===== src/tkk_pkg.sv =====
// Package for the top-k keeper: field widths, mode and kind codes,
// configuration register indexes and the scan request struct.
// No dependencies.
`default_nettype none
package tkk_pkg;

  // Default store size (number of values that can be kept)
  localparam int MAX_KEEP_DEF = 16;

  // Field widths
  localparam int VALUE_W = 64;
  localparam int MODE_W  = 2;
  localparam int KIND_W  = 2;
  localparam int BCNT_W  = 16;
  localparam int KCNT_W  = 5;
  localparam int CFG_IDX_W  = 2;
  localparam int CFG_DATA_W = 5;
  // Compare domain for fill against keep count (holds MAX_KEEP + 1 up to 63)
  localparam int CNT_W = 6;

  // Input modes
  localparam logic [MODE_W-1:0] MODE_DATA   = 2'd0;
  localparam logic [MODE_W-1:0] MODE_MARKER = 2'd1;
  localparam logic [MODE_W-1:0] MODE_SETCNT = 2'd2;

  // Result kinds
  localparam logic [KIND_W-1:0] KIND_CREDIT = 2'd0;
  localparam logic [KIND_W-1:0] KIND_VALUE  = 2'd1;
  localparam logic [KIND_W-1:0] KIND_EOS    = 2'd2;

  // Configuration register indexes
  localparam logic [CFG_IDX_W-1:0] CFG_KEEP_COUNT   = 2'd0;
  localparam logic [CFG_IDX_W-1:0] CFG_KEEP_LARGEST = 2'd1;

  // Read data arriving at the compare unit during a worst-value scan
  typedef struct packed {
    logic vld;           // read data valid this cycle
    logic first;         // entry 0: seeds the running worst
    logic keep_largest;  // direction: 1 means smaller is worse
  } scan_req_t;

endpackage
`default_nettype wire


===== src/top_k_keeper_with_eos_flush.sv =====
// Top level of the top-k keeper: sequencer, counters, config and output register.
// Uses tkk_store and tkk_scan; needs tkk_pkg.
// Data is written, then checked for eviction; each eviction scans every stored entry.
//   A marker gives a credit result; a flush scans before each removal, then ends with EOS.
// One request at a time (in_ready only when idle); result stalls add cycles.
// Sync active-low reset resets control, counters and config to defaults; store not cleared.
`default_nettype none
module top_k_keeper_with_eos_flush
  import tkk_pkg::*;
#(
  parameter int MAX_KEEP = MAX_KEEP_DEF
) (
  input  wire logic                        clk,
  input  wire logic                        rst_n,
  // input channel
  input  wire logic                        in_valid,
  output logic                             in_ready,
  input  wire logic [MODE_W-1:0]           in_mode,
  input  wire logic signed [VALUE_W-1:0]   in_value,
  input  wire logic [BCNT_W-1:0]           in_branch_count,
  // result channel
  output logic                             out_valid,
  input  wire logic                        out_ready,
  output logic [KIND_W-1:0]                out_kind,
  output logic signed [VALUE_W-1:0]        out_result_value,
  output logic                             out_last,
  // configuration channel
  input  wire logic                        cfg_valid,
  output logic                             cfg_ready,
  input  wire logic [CFG_IDX_W-1:0]        cfg_index,
  input  wire logic [CFG_DATA_W-1:0]       cfg_data
);

  localparam int AW = $clog2(MAX_KEEP+1);
  localparam int FW = $clog2(MAX_KEEP+2);

  // Sequencer states
  localparam logic [3:0] ST_IDLE   = 4'd0;
  localparam logic [3:0] ST_EVCHK  = 4'd1;
  localparam logic [3:0] ST_CREDIT = 4'd2;
  localparam logic [3:0] ST_FSTART = 4'd3;
  localparam logic [3:0] ST_SCAN   = 4'd4;
  localparam logic [3:0] ST_EMIT   = 4'd5;
  localparam logic [3:0] ST_RDL    = 4'd6;
  localparam logic [3:0] ST_MOVE   = 4'd7;
  localparam logic [3:0] ST_EOS    = 4'd8;

  logic [3:0]        state_r, state_nxt;
  logic [FW-1:0]     fill_r, fill_nxt;
  logic [FW-1:0]     scan_idx_r, scan_idx_nxt;
  logic              flush_r, flush_nxt;
  logic              due_r, due_nxt;
  logic [BCNT_W-1:0] mrecv_r, mrecv_nxt;
  logic [BCNT_W-1:0] mexp_r, mexp_nxt;
  logic              known_r, known_nxt;
  logic [KCNT_W-1:0] keep_count_r;
  logic              keep_largest_r;

  // read pipeline tracking
  logic              dv_r;
  logic [AW-1:0]     didx_r;
  logic              issue;

  // output register
  logic                      ov_r, ov_nxt;
  logic [KIND_W-1:0]         okind_r, okind_nxt;
  logic signed [VALUE_W-1:0] oval_r, oval_nxt;
  logic                      olast_r, olast_nxt;

  // store and compare unit wiring
  logic                      st_we;
  logic [AW-1:0]             st_waddr;
  logic signed [VALUE_W-1:0] st_wdata;
  logic [AW-1:0]             st_raddr;
  logic signed [VALUE_W-1:0] st_rdata;
  scan_req_t                 sreq;
  logic signed [VALUE_W-1:0] worst_value;
  logic [AW-1:0]             worst_idx;

  logic              in_acc;
  logic              out_free;
  logic [CNT_W-1:0]  kc6, k6, fill6, fill_m1_6;
  logic [FW-1:0]     fill_m1;
  logic [BCNT_W-1:0] mrecv_inc;

  assign in_ready  = (state_r == ST_IDLE);
  assign in_acc    = in_valid && in_ready;
  assign cfg_ready = 1'b1;
  assign out_free  = !ov_r || out_ready;

  // effective keep count, clipped to the store size
  assign kc6       = CNT_W'(keep_count_r);
  assign k6        = (kc6 > CNT_W'(MAX_KEEP)) ? CNT_W'(MAX_KEEP) : kc6;
  assign fill6     = CNT_W'(fill_r);
  assign fill_m1   = fill_r - FW'(1);
  assign fill_m1_6 = CNT_W'(fill_m1);
  assign mrecv_inc = mrecv_r + BCNT_W'(1);

  assign issue = (state_r == ST_SCAN) && (scan_idx_r < fill_r);

  // Sequencer
  always_comb begin
    state_nxt    = state_r;
    fill_nxt     = fill_r;
    scan_idx_nxt = '0;
    flush_nxt    = flush_r;
    due_nxt      = due_r;
    mrecv_nxt    = mrecv_r;
    mexp_nxt     = mexp_r;
    known_nxt    = known_r;
    ov_nxt       = ov_r && !out_ready;
    okind_nxt    = okind_r;
    oval_nxt     = oval_r;
    olast_nxt    = olast_r;
    st_we        = 1'b0;
    st_waddr     = fill_r[AW-1:0];
    st_wdata     = in_value;
    st_raddr     = fill_m1[AW-1:0];
    case (state_r)
      ST_IDLE: begin
        if (in_acc) begin
          case (in_mode)
            MODE_DATA: begin
              st_we     = 1'b1;
              fill_nxt  = fill_r + FW'(1);
              flush_nxt = 1'b0;
              state_nxt = ST_EVCHK;
            end
            MODE_MARKER: begin
              mrecv_nxt = mrecv_inc;
              due_nxt   = known_r && (mrecv_inc == mexp_r);
              flush_nxt = 1'b1;
              state_nxt = ST_CREDIT;
            end
            MODE_SETCNT: begin
              mexp_nxt  = in_branch_count;
              known_nxt = 1'b1;
              flush_nxt = 1'b1;
              if (mrecv_r == in_branch_count) begin
                state_nxt = ST_FSTART;
              end
            end
            default: begin
            end
          endcase
        end
      end
      ST_EVCHK: begin
        state_nxt = (fill6 > k6) ? ST_SCAN : ST_IDLE;
      end
      ST_CREDIT: begin
        if (out_free) begin
          ov_nxt    = 1'b1;
          okind_nxt = KIND_CREDIT;
          oval_nxt  = '0;
          olast_nxt = !due_r;
          state_nxt = due_r ? ST_FSTART : ST_IDLE;
        end
      end
      ST_FSTART: begin
        state_nxt = (fill_r != '0) ? ST_SCAN : ST_EOS;
      end
      ST_SCAN: begin
        st_raddr = scan_idx_r[AW-1:0];
        if (issue) begin
          scan_idx_nxt = scan_idx_r + FW'(1);
        end else begin
          scan_idx_nxt = scan_idx_r;
          if (!dv_r) begin
            state_nxt = flush_r ? ST_EMIT : ST_RDL;
          end
        end
      end
      ST_EMIT: begin
        if (out_free) begin
          ov_nxt    = 1'b1;
          okind_nxt = KIND_VALUE;
          oval_nxt  = worst_value;
          olast_nxt = 1'b0;
          state_nxt = ST_MOVE;
        end
      end
      ST_RDL: begin
        state_nxt = ST_MOVE;
      end
      ST_MOVE: begin
        // last entry moves into the hole left by the worst one
        st_we    = 1'b1;
        st_waddr = worst_idx;
        st_wdata = st_rdata;
        fill_nxt = fill_m1;
        if (flush_r) begin
          state_nxt = (fill_m1 != '0) ? ST_SCAN : ST_EOS;
        end else begin
          state_nxt = (fill_m1_6 > k6) ? ST_SCAN : ST_IDLE;
        end
      end
      ST_EOS: begin
        if (out_free) begin
          ov_nxt    = 1'b1;
          okind_nxt = KIND_EOS;
          oval_nxt  = '0;
          olast_nxt = 1'b1;
          state_nxt = ST_IDLE;
        end
      end
      default: begin
        state_nxt = ST_IDLE;
      end
    endcase
  end

  // Control registers
  always_ff @(posedge clk) begin
    if (!rst_n) begin
      state_r    <= ST_IDLE;
      fill_r     <= '0;
      scan_idx_r <= '0;
      flush_r    <= 1'b0;
      due_r      <= 1'b0;
      mrecv_r    <= '0;
      mexp_r     <= '0;
      known_r    <= 1'b0;
      ov_r       <= 1'b0;
      dv_r       <= 1'b0;
    end else begin
      state_r    <= state_nxt;
      fill_r     <= fill_nxt;
      scan_idx_r <= scan_idx_nxt;
      flush_r    <= flush_nxt;
      due_r      <= due_nxt;
      mrecv_r    <= mrecv_nxt;
      mexp_r     <= mexp_nxt;
      known_r    <= known_nxt;
      ov_r       <= ov_nxt;
      dv_r       <= issue;
    end
  end

  // Payload registers
  always_ff @(posedge clk) begin
    okind_r <= okind_nxt;
    oval_r  <= oval_nxt;
    olast_r <= olast_nxt;
    didx_r  <= scan_idx_r[AW-1:0];
  end

  // Configuration registers
  always_ff @(posedge clk) begin
    if (!rst_n) begin
      keep_count_r   <= KCNT_W'(16);
      keep_largest_r <= 1'b1;
    end else if (cfg_valid && cfg_ready) begin
      case (cfg_index)
        CFG_KEEP_COUNT:   keep_count_r   <= cfg_data[KCNT_W-1:0];
        CFG_KEEP_LARGEST: keep_largest_r <= cfg_data[0];
        default: begin
        end
      endcase
    end
  end

  // Scan request to the compare unit
  always_comb begin
    sreq.vld          = dv_r;
    sreq.first        = (didx_r == '0);
    sreq.keep_largest = keep_largest_r;
  end

  tkk_store #(
    .MAX_KEEP(MAX_KEEP)
  ) u_store (
    .clk   (clk),
    .we    (st_we),
    .waddr (st_waddr),
    .wdata (st_wdata),
    .raddr (st_raddr),
    .rdata (st_rdata)
  );

  tkk_scan #(
    .MAX_KEEP(MAX_KEEP)
  ) u_scan (
    .clk         (clk),
    .req         (sreq),
    .idx         (didx_r),
    .data        (st_rdata),
    .worst_value (worst_value),
    .worst_idx   (worst_idx)
  );

  assign out_valid        = ov_r;
  assign out_kind         = okind_r;
  assign out_result_value = oval_r;
  assign out_last         = olast_r;

endmodule
`default_nettype wire


===== src/tkk_store.sv =====
// Value store of the top-k keeper: one write port, one registered read port.
// Depends on tkk_pkg.
`default_nettype none
module tkk_store
  import tkk_pkg::*;
#(
  parameter int MAX_KEEP = MAX_KEEP_DEF
) (
  input  wire logic                              clk,
  input  wire logic                              we,
  input  wire logic [$clog2(MAX_KEEP+1)-1:0]     waddr,
  input  wire logic signed [VALUE_W-1:0]         wdata,
  input  wire logic [$clog2(MAX_KEEP+1)-1:0]     raddr,
  output logic signed [VALUE_W-1:0]              rdata
);

  localparam int DEPTH = MAX_KEEP + 1;

  logic signed [VALUE_W-1:0] mem [DEPTH];

  // Write port
  always_ff @(posedge clk) begin
    if (we) begin
      mem[waddr] <= wdata;
    end
  end

  // Registered read port, read every cycle
  always_ff @(posedge clk) begin
    rdata <= mem[raddr];
  end

endmodule
`default_nettype wire


===== src/tkk_scan.sv =====
// Shared compare unit: tracks the worst value and its index over a scan.
// Depends on tkk_pkg.
`default_nettype none
module tkk_scan
  import tkk_pkg::*;
#(
  parameter int MAX_KEEP = MAX_KEEP_DEF
) (
  input  wire logic                              clk,
  input  wire scan_req_t                         req,
  input  wire logic [$clog2(MAX_KEEP+1)-1:0]     idx,
  input  wire logic signed [VALUE_W-1:0]         data,
  output logic signed [VALUE_W-1:0]              worst_value,
  output logic [$clog2(MAX_KEEP+1)-1:0]          worst_idx
);

  localparam int AW = $clog2(MAX_KEEP+1);

  logic signed [VALUE_W-1:0] worst_r;
  logic [AW-1:0]             worst_idx_r;
  logic                      is_worse;

  // data worse than running worst under the current direction
  always_comb begin
    if (req.keep_largest) begin
      is_worse = data < worst_r;
    end else begin
      is_worse = data > worst_r;
    end
  end

  always_ff @(posedge clk) begin
    if (req.vld && (req.first || is_worse)) begin
      worst_r     <= data;
      worst_idx_r <= idx;
    end
  end

  assign worst_value = worst_r;
  assign worst_idx   = worst_idx_r;

endmodule
`default_nettype wire

===== config.mk =====
export PLATFORM = sky130hd
export DESIGN_NAME = top_k_keeper_with_eos_flush
export DESIGN_NICKNAME = d
export VERILOG_FILES = /design/src/tkk_pkg.sv /design/src/top_k_keeper_with_eos_flush.sv /design/src/tkk_store.sv /design/src/tkk_scan.sv
export SDC_FILE = /design/constraint.sdc
export NUM_CORES = 2
export LEC_CHECK = 0
export BUFFER_PORTS_ARGS = -buffer_cell sky130_fd_sc_hd__buf_2
export CAP_MARGIN = 20
export CORE_MARGIN = 5
export CORE_UTILIZATION = 45
export DETAILED_ROUTE_END_ITERATION = 7
export GPL_ROUTABILITY_DRIVEN = 0
export PLACE_DENSITY_LB_ADDON = 0.25
export SETUP_SLACK_MARGIN = 0.2
export SYNTH_ARGS = -nofsm -noshare
export SYNTH_HDL_FRONTEND = slang
export SYNTH_SLANG_ARGS = --single-unit

===== constraint.sdc =====
create_clock -name clk -period 6.82 [get_ports clk]
set_clock_uncertainty 0.2 [all_clocks]
set_input_delay 1.364 -clock clk [delete_from_list [all_inputs] [get_ports clk]]
set_output_delay 1.364 -clock clk [all_outputs]
set_load 0.01 [all_outputs]

; Word level (Yosys, flattened, before mapping)
; Memory sizes are Yosys's and may differ from the RTL's. A register that Yosys moved wholly into a read port is not among the register bits.
; Cells that the tools add are included.
[word_totals]
regBits = 198
mem_bits_rw = 1088
out_inout_bits = 70
wordCells = 128
memories = 1
[op_classes]
add_sub_neg = 4
n_lt_le_gt_ge = 6
n_eq_ne = 23
muxes = 43
reduce_logical = 33
[mem_list]
columns = memory, depth, width, read_ports, rd_clocked_by_memory_dff, wr, line
row1 = u_store.mem, 17, 64, 1, 1, 1, tkk_store.sv:19  ; logic signed [VALUE_W-1:0] mem [DEPTH];
[op_table]
columns = operator, n
row1 = two-way mux 64 bit, 3
row2 = one-hot mux 64 bit (2 select lines), 1
row3 = greater-than comparator 64 bit, 1
row4 = < comparator 64 bit, 1
row5 = two-way mux 4 bit, 10
row6 = one-hot mux 4 bit (9 select lines), 1
row7 = equality test 16 bit, 2
row8 = two-way mux 5 bit, 5
row9 = adder 16 x 1 -> 16 bit (second input constant), 1
row10 = equality test 4 x 3 -> 1 bit (second input constant), 4
row11 = AND reduction 3 bit, 5
row12 = one-hot mux 4 bit (3 select lines), 1
row13 = adder 5 x 1 -> 5 bit (second input constant), 2
row14 = greater-than comparator 5 bit, 2
row15 = two-way mux 1 bit, 10
row16 = two-way mux 2 bit, 5
row17 = != test 2 bit (second input constant), 5
row18 = one-hot mux 5 bit (2 select lines), 1
row19 = nonzero test 5 bit, 2
row20 = equality test 4 x 2 -> 1 bit (second input constant), 2
row21 = AND reduction 8 bit, 1
row22 = two-way mux 3 bit, 2
row23 = != test 2 x 1 -> 1 bit (second input constant), 3
row24 = one-hot mux 2 bit (3 select lines), 1
row25 = 23 further kinds, 38

; Logic depth before layout (Yosys ltp)
[logic_depth]
word_depth = 6
mapped_depth = 12
depth_no_buf = 12

; Hierarchy
; From an unflattened synthesis, not the netlist that was laid out.
[unflattened]
hier_cells = 2790
hier_area_um2 = 54115.7
[by_module_without_submodules]
columns = mod, instances, cells_each, area_per_inst_um2, seq_area_each_um2
row1 = tkk_store, 1, 1797, 43032.5, 33952.6
row2 = top_k_keeper_with_eos_flush, 1, 685, 7270.7, 3253.1
row3 = tkk_scan, 1, 308, 3812.4, 2072.0

; Least setup slack after synthesis
; OpenSTA, ideal clock, no wires.
[synth_path]
kind = input -> register
start = input port in_mode[0]
end = memory u_store.mem[15][0], enable pin
setup_time_ns = 0.486
t_arrival_ns = 4.958
t_required_ns = 6.134
slack_ns = 1.176
stages = 8
path_buffers = 1
cell_sequence = inv_1 -> ha_1 -> and3_1 -> clkbuf_1 -> nand2_1 -> nor2_1 -> a31oi_1 -> nor2_1
[synth_via]
elab_chain_len = 6
[synth_lines]
columns = item, line
row1 = start: declaration, top_k_keeper_with_eos_flush.sv:18  ; input wire logic [MODE_W-1:0] in_mode,
row2 = logical NOT 2 bit, top_k_keeper_with_eos_flush.sv:122  ; case (in_mode)
row3 = two-way mux 1 bit, top_k_keeper_with_eos_flush.sv:122
row4 = two-way mux 1 bit, top_k_keeper_with_eos_flush.sv:121  ; if (in_acc) begin
row5 = one-hot mux 1 bit (2 select lines), top_k_keeper_with_eos_flush.sv:119  ; case (state_r)
row6 = two-way mux 1 bit, tkk_store.sv:23  ; if (we) begin
row7 = two-way mux 1 bit (implied by the code), tkk_store.sv:24  ; mem[waddr] <= wdata;
row8 = end: declaration, tkk_store.sv:19
; No other way between the ends.

; Worst setup path after layout
[layout_path]
start = register u_scan.worst_r[38] (netlist: u_scan.worst_value[38])
end = register u_scan.worst_r[44] (netlist: u_scan.worst_value[44]), enable pin
[layout_via]
elab_chain_len = 4
word_cells_on_any_way = 5
classes_between = 2 x order compare / 1 x mux / 2 x reduce/logical
[layout_lines]
columns = item, line
row1 = start: declaration, tkk_scan.sv:19  ; logic signed [VALUE_W-1:0] worst_r;
row2 = start signal: assignment, tkk_scan.sv:34  ; worst_r <= data;
row3 = greater-than comparator 64 bit or < comparator 64 bit (tied branches), "tkk_scan.sv:28, tkk_scan.sv:26"
row4 = two-way mux 1 bit *, tkk_scan.sv:25  ; if (req.keep_largest) begin
row5 = logical OR 1 bit *, tkk_scan.sv:33  ; if (req.vld && (req.first || is_worse)) begin
row6 = logical AND 1 bit *, tkk_scan.sv:33
; Every way passes the cells marked *; elsewhere a longest branch is shown, timed or not.
; A chain may end at the register's enable or synchronous reset.

==> metrics.cfg <==
[outcome]
outcome=finished, final reports clean

[detailed_routing]
drtAntennaViolNets=0
routedWlPerCell_um=26.1
vias=28000
post-route-drc-count=0
wl_mm=126
dr.pass1.iters=7
vias_per_cell=5.79
drt-initial-drc-count=2785

[clock_network]
clockBufferDepth=3
h-tree-depth=4
cts_tree=yes
holdBufCountCts=0
numCtsBuffers=139
clockRootBuffer=clkbuf_16
cts_resized=0
clock_latency_ns=0.73
path_clk_slew_ns=0.06
cts.sinks=1350
cts_setup_buffers=0

[power]
p_leak_uw=0.0201
swShare_pct=21.1
comb_power_share_pct=5.5
seqPwrFrac_pct=52.0
internal-power_uw=13900
power_frac_clock_pct=42.5
p_sw_uw=3720
worst_ir_drop_vdd_mv=0.216
cellPowerDensity_nw_per_um2=290

[logic_synthesis]
synth_edf_count=1224
synth.area.top_cells=edfxtp_1 69%, mux4_2 11%, dfxtp_1 4.7%
synth-seq-cells=1350
synthArstFlopShare_pct=0
synth_common_cells=1224 x edfxtp_1, 269 x nand2_1, 256 x mux4_2, 133 x a211oi_1, 126 x dfxtp_1
synthDistinctLibCells=64
synth_top_area_share_pct=68.7
ys.flop_type=edfxtp_1
synth-seq-area-share_pct=73.4
synth_area_um2=53500
yosys_warnings=0
synth_area_leader_cell=edfxtp_1
avgSynthCellArea_um2=17.9
yosysMostFrequentCell=edfxtp_1
syn_nets=3176
syn_inst=2994

[floorplan]
die_w_um=355
initial_core_util_pct=45.3
die_height_um=355
ios=164
coreArea_um2=118000
dieArea_um2=126000
rows=126

[sta]
period_minus_slack_ns=4.57
fin_ws_ns=2.25
drv_slew=0
finalSetupViolCount=0
grt_setup_unrepaired=no
slew_headroom_pct=27.7
worst_pin_slew_ns=1.08
setup_tns_ns=0
hold_violations=0
max_freq_ghz=0.219
fin_crit_sh_pct=66.9

[worst_setup_path]
cp_data_required_time_ns=6.96
critPathKind=reg2reg
cp_data_arrival_time_ns=4.71
crit_fanout=56
worst_setup_path_start_kind=flop
setup.worst_path.end_class=flop

[cells_and_area]
nets=3373
drive_gt1_share_pct=21.1
num_antenna_cells=0
fin_area_um2=60700
areaGrowthSynthToFinish_pct=13.5

[min_path]
min_path_type=reg2reg

[global_route]
grt_pass1_vias=29100
antenna_found_initial=1
grt_pass1_wl_mm=189
grt_use_total_pct=20.0
grt_start_max_net_pins=136
gr-total-overflow=0

[place]
dpl.hpwl_mm=70.6
io_buffers=162
place_area_um2=56200
place_ws_ns=2.17

[flow_run]
max_cap_violations=0

==> final timing paths <==
path                            slack, ns  cells after the start                endpoint                    from
worst min-delay path                 0.23                      0               didx_r[1]           scan_idx_r[1]
worst max register to register       2.25                     10  u_scan.worst_value[44]  u_scan.worst_value[38]
worst min register to register       0.23                      0               didx_r[1]           scan_idx_r[1]
worst max-delay path                 2.25                     10  u_scan.worst_value[44]  u_scan.worst_value[38]
==> state kept, by name (all words and copies together), names as in the netlist <==
register / count
u_store.mem: 1088
out_result_value: 64
u_scan.worst_value: 64
u_store.rdata: 64
mexp_r: 16
mrecv_r: 16
didx_r: 5
fill_r: 5
keep_count_r: 5
scan_idx_r: 5
u_scan.worst_idx: 5
state_r: 4
out_kind: 2
due_r: 1
dv_r: 1
flush_r: 1
keep_largest_r: 1
known_r: 1
out_last: 1
out_valid: 1
==> routing by layer <==
layer / up-vias / global-route usage [%] / routed length [um] / part of all wire [%]
li1: 12200 / - / - / -
met1: 14700 / 28.1 / 54300 / 43
met2: 961 / 32.6 / 61100 / 48
met3: 157 / 3.84 / 8330 / 6.6
met4: 0 / 5.21 / 2660 / 2.1
met5: - / 0 / 0 / 0
==> critical path, stage by stage, from the launching register on <==
cell	delay [ns]
edfxtp_1	0.32
inv_1	0.06
ha_1	0.31
nand4_1	0.21
nor4_1	0.41
nor3b_1	0.62
nand4_1	0.23
o21ba_2	0.27
o211a_1	0.14
nor2_4	0.51
buf_4	0.86
==> kinds of logic (layout without fill, tap and decap cells) <==
group	Yosys count	after routing	share of synthesized area (%)
buffers and inverters	233	540	2.02
other	1	1	0.00701
DFF	1350	1350	73.4
AOI/OAI and AO/OA	284	284	3.70
muxes	330	330	12.2
adders and majority gates	88	88	2.06
and+or+nand+nor	653	653	5.71
xor gates and xnor gates	55	55	0.900
==> power groups by stage <==
stage               logic, uW  registers [uW]  clock network [uW]
floorplan                 674            9310                   0
global route             1050            9150                8000
finish                    966            9150                7470
global placement          956            9320                   0
CTS                       979            9150                7610
detailed placement        975            9330                   0
==> layout make-up <==
type / instances / area, um2
Fill cell: 9344 / 57300
Sequential cell: 1350 / 39300
Multi-Input combinational cell: 1411 / 13400
Clock buffer: 173 / 3750
Tap cell: 1536 / 1920
Timing Repair Buffer: 208 / 1390
Clock inverter: 78 / 731
Inverter: 81 / 304
==> cells in the final DEF (no fill, tap or decap), types with 7 or more instances in the layout <==
| cell | synthesis | routed |
|---|---|---|
| nor2b_1 | 78 | 77 |
| nor2_1 | 115 | 96 |
| buf_2 | 37 | 162 |
| and3_1 | 11 | 10 |
| nand3_1 | 18 | 17 |
| clkbuf_16 | 0 | 142 |
| mux2i_1 | 72 | 71 |
| a21oi_1 | 38 | 38 |
| inv_6 | 0 | 7 |
| nor2_4 | 0 | 19 |
| clkbuf_1 | 76 | 23 |
| and2_1 | 17 | 17 |
| inv_1 | 81 | 80 |
| edfxtp_1 | 1224 | 1224 |
| nor3_1 | 77 | 76 |
| bufinv_16 | 0 | 13 |
| ha_1 | 88 | 88 |
| nand4_1 | 22 | 22 |
| mux4_2 | 256 | 256 |
| a21boi_0 | 25 | 25 |
| or3_1 | 9 | 9 |
| buf_4 | 6 | 27 |
| clkinv_2 | 0 | 23 |
| xnor2_1 | 29 | 29 |
| o21ai_0 | 31 | 30 |
| nand2_1 | 269 | 268 |
| clkinv_1 | 0 | 32 |
| clkbuf_8 | 0 | 8 |
| o21a_1 | 9 | 9 |
| a211oi_1 | 133 | 133 |
| dfxtp_1 | 126 | 126 |
| xor2_1 | 26 | 26 |
| nor4_1 | 7 | 7 |
| buf_12 | 0 | 19 |
==> stage by stage <==
stage | total power [uW] | util (%) | hold slack (ns) | cells
2_1_floorplan | 9980 | - | 0.183 | 2994
3_3_place_gp | 10300 | 47.6 | 0.221 | 4585
3_5_place_dp | 10300 | 47.6 | 0.216 | 4585
4_1_cts | 17700 | 51.4 | 0.229 | 4836
5_1_grt | 18200 | 51.4 | 0.242 | 4837
6_report | 17600 | 51.4 | 0.228 | 4837
Note: power is estimated with default switching activity, not from simulation.
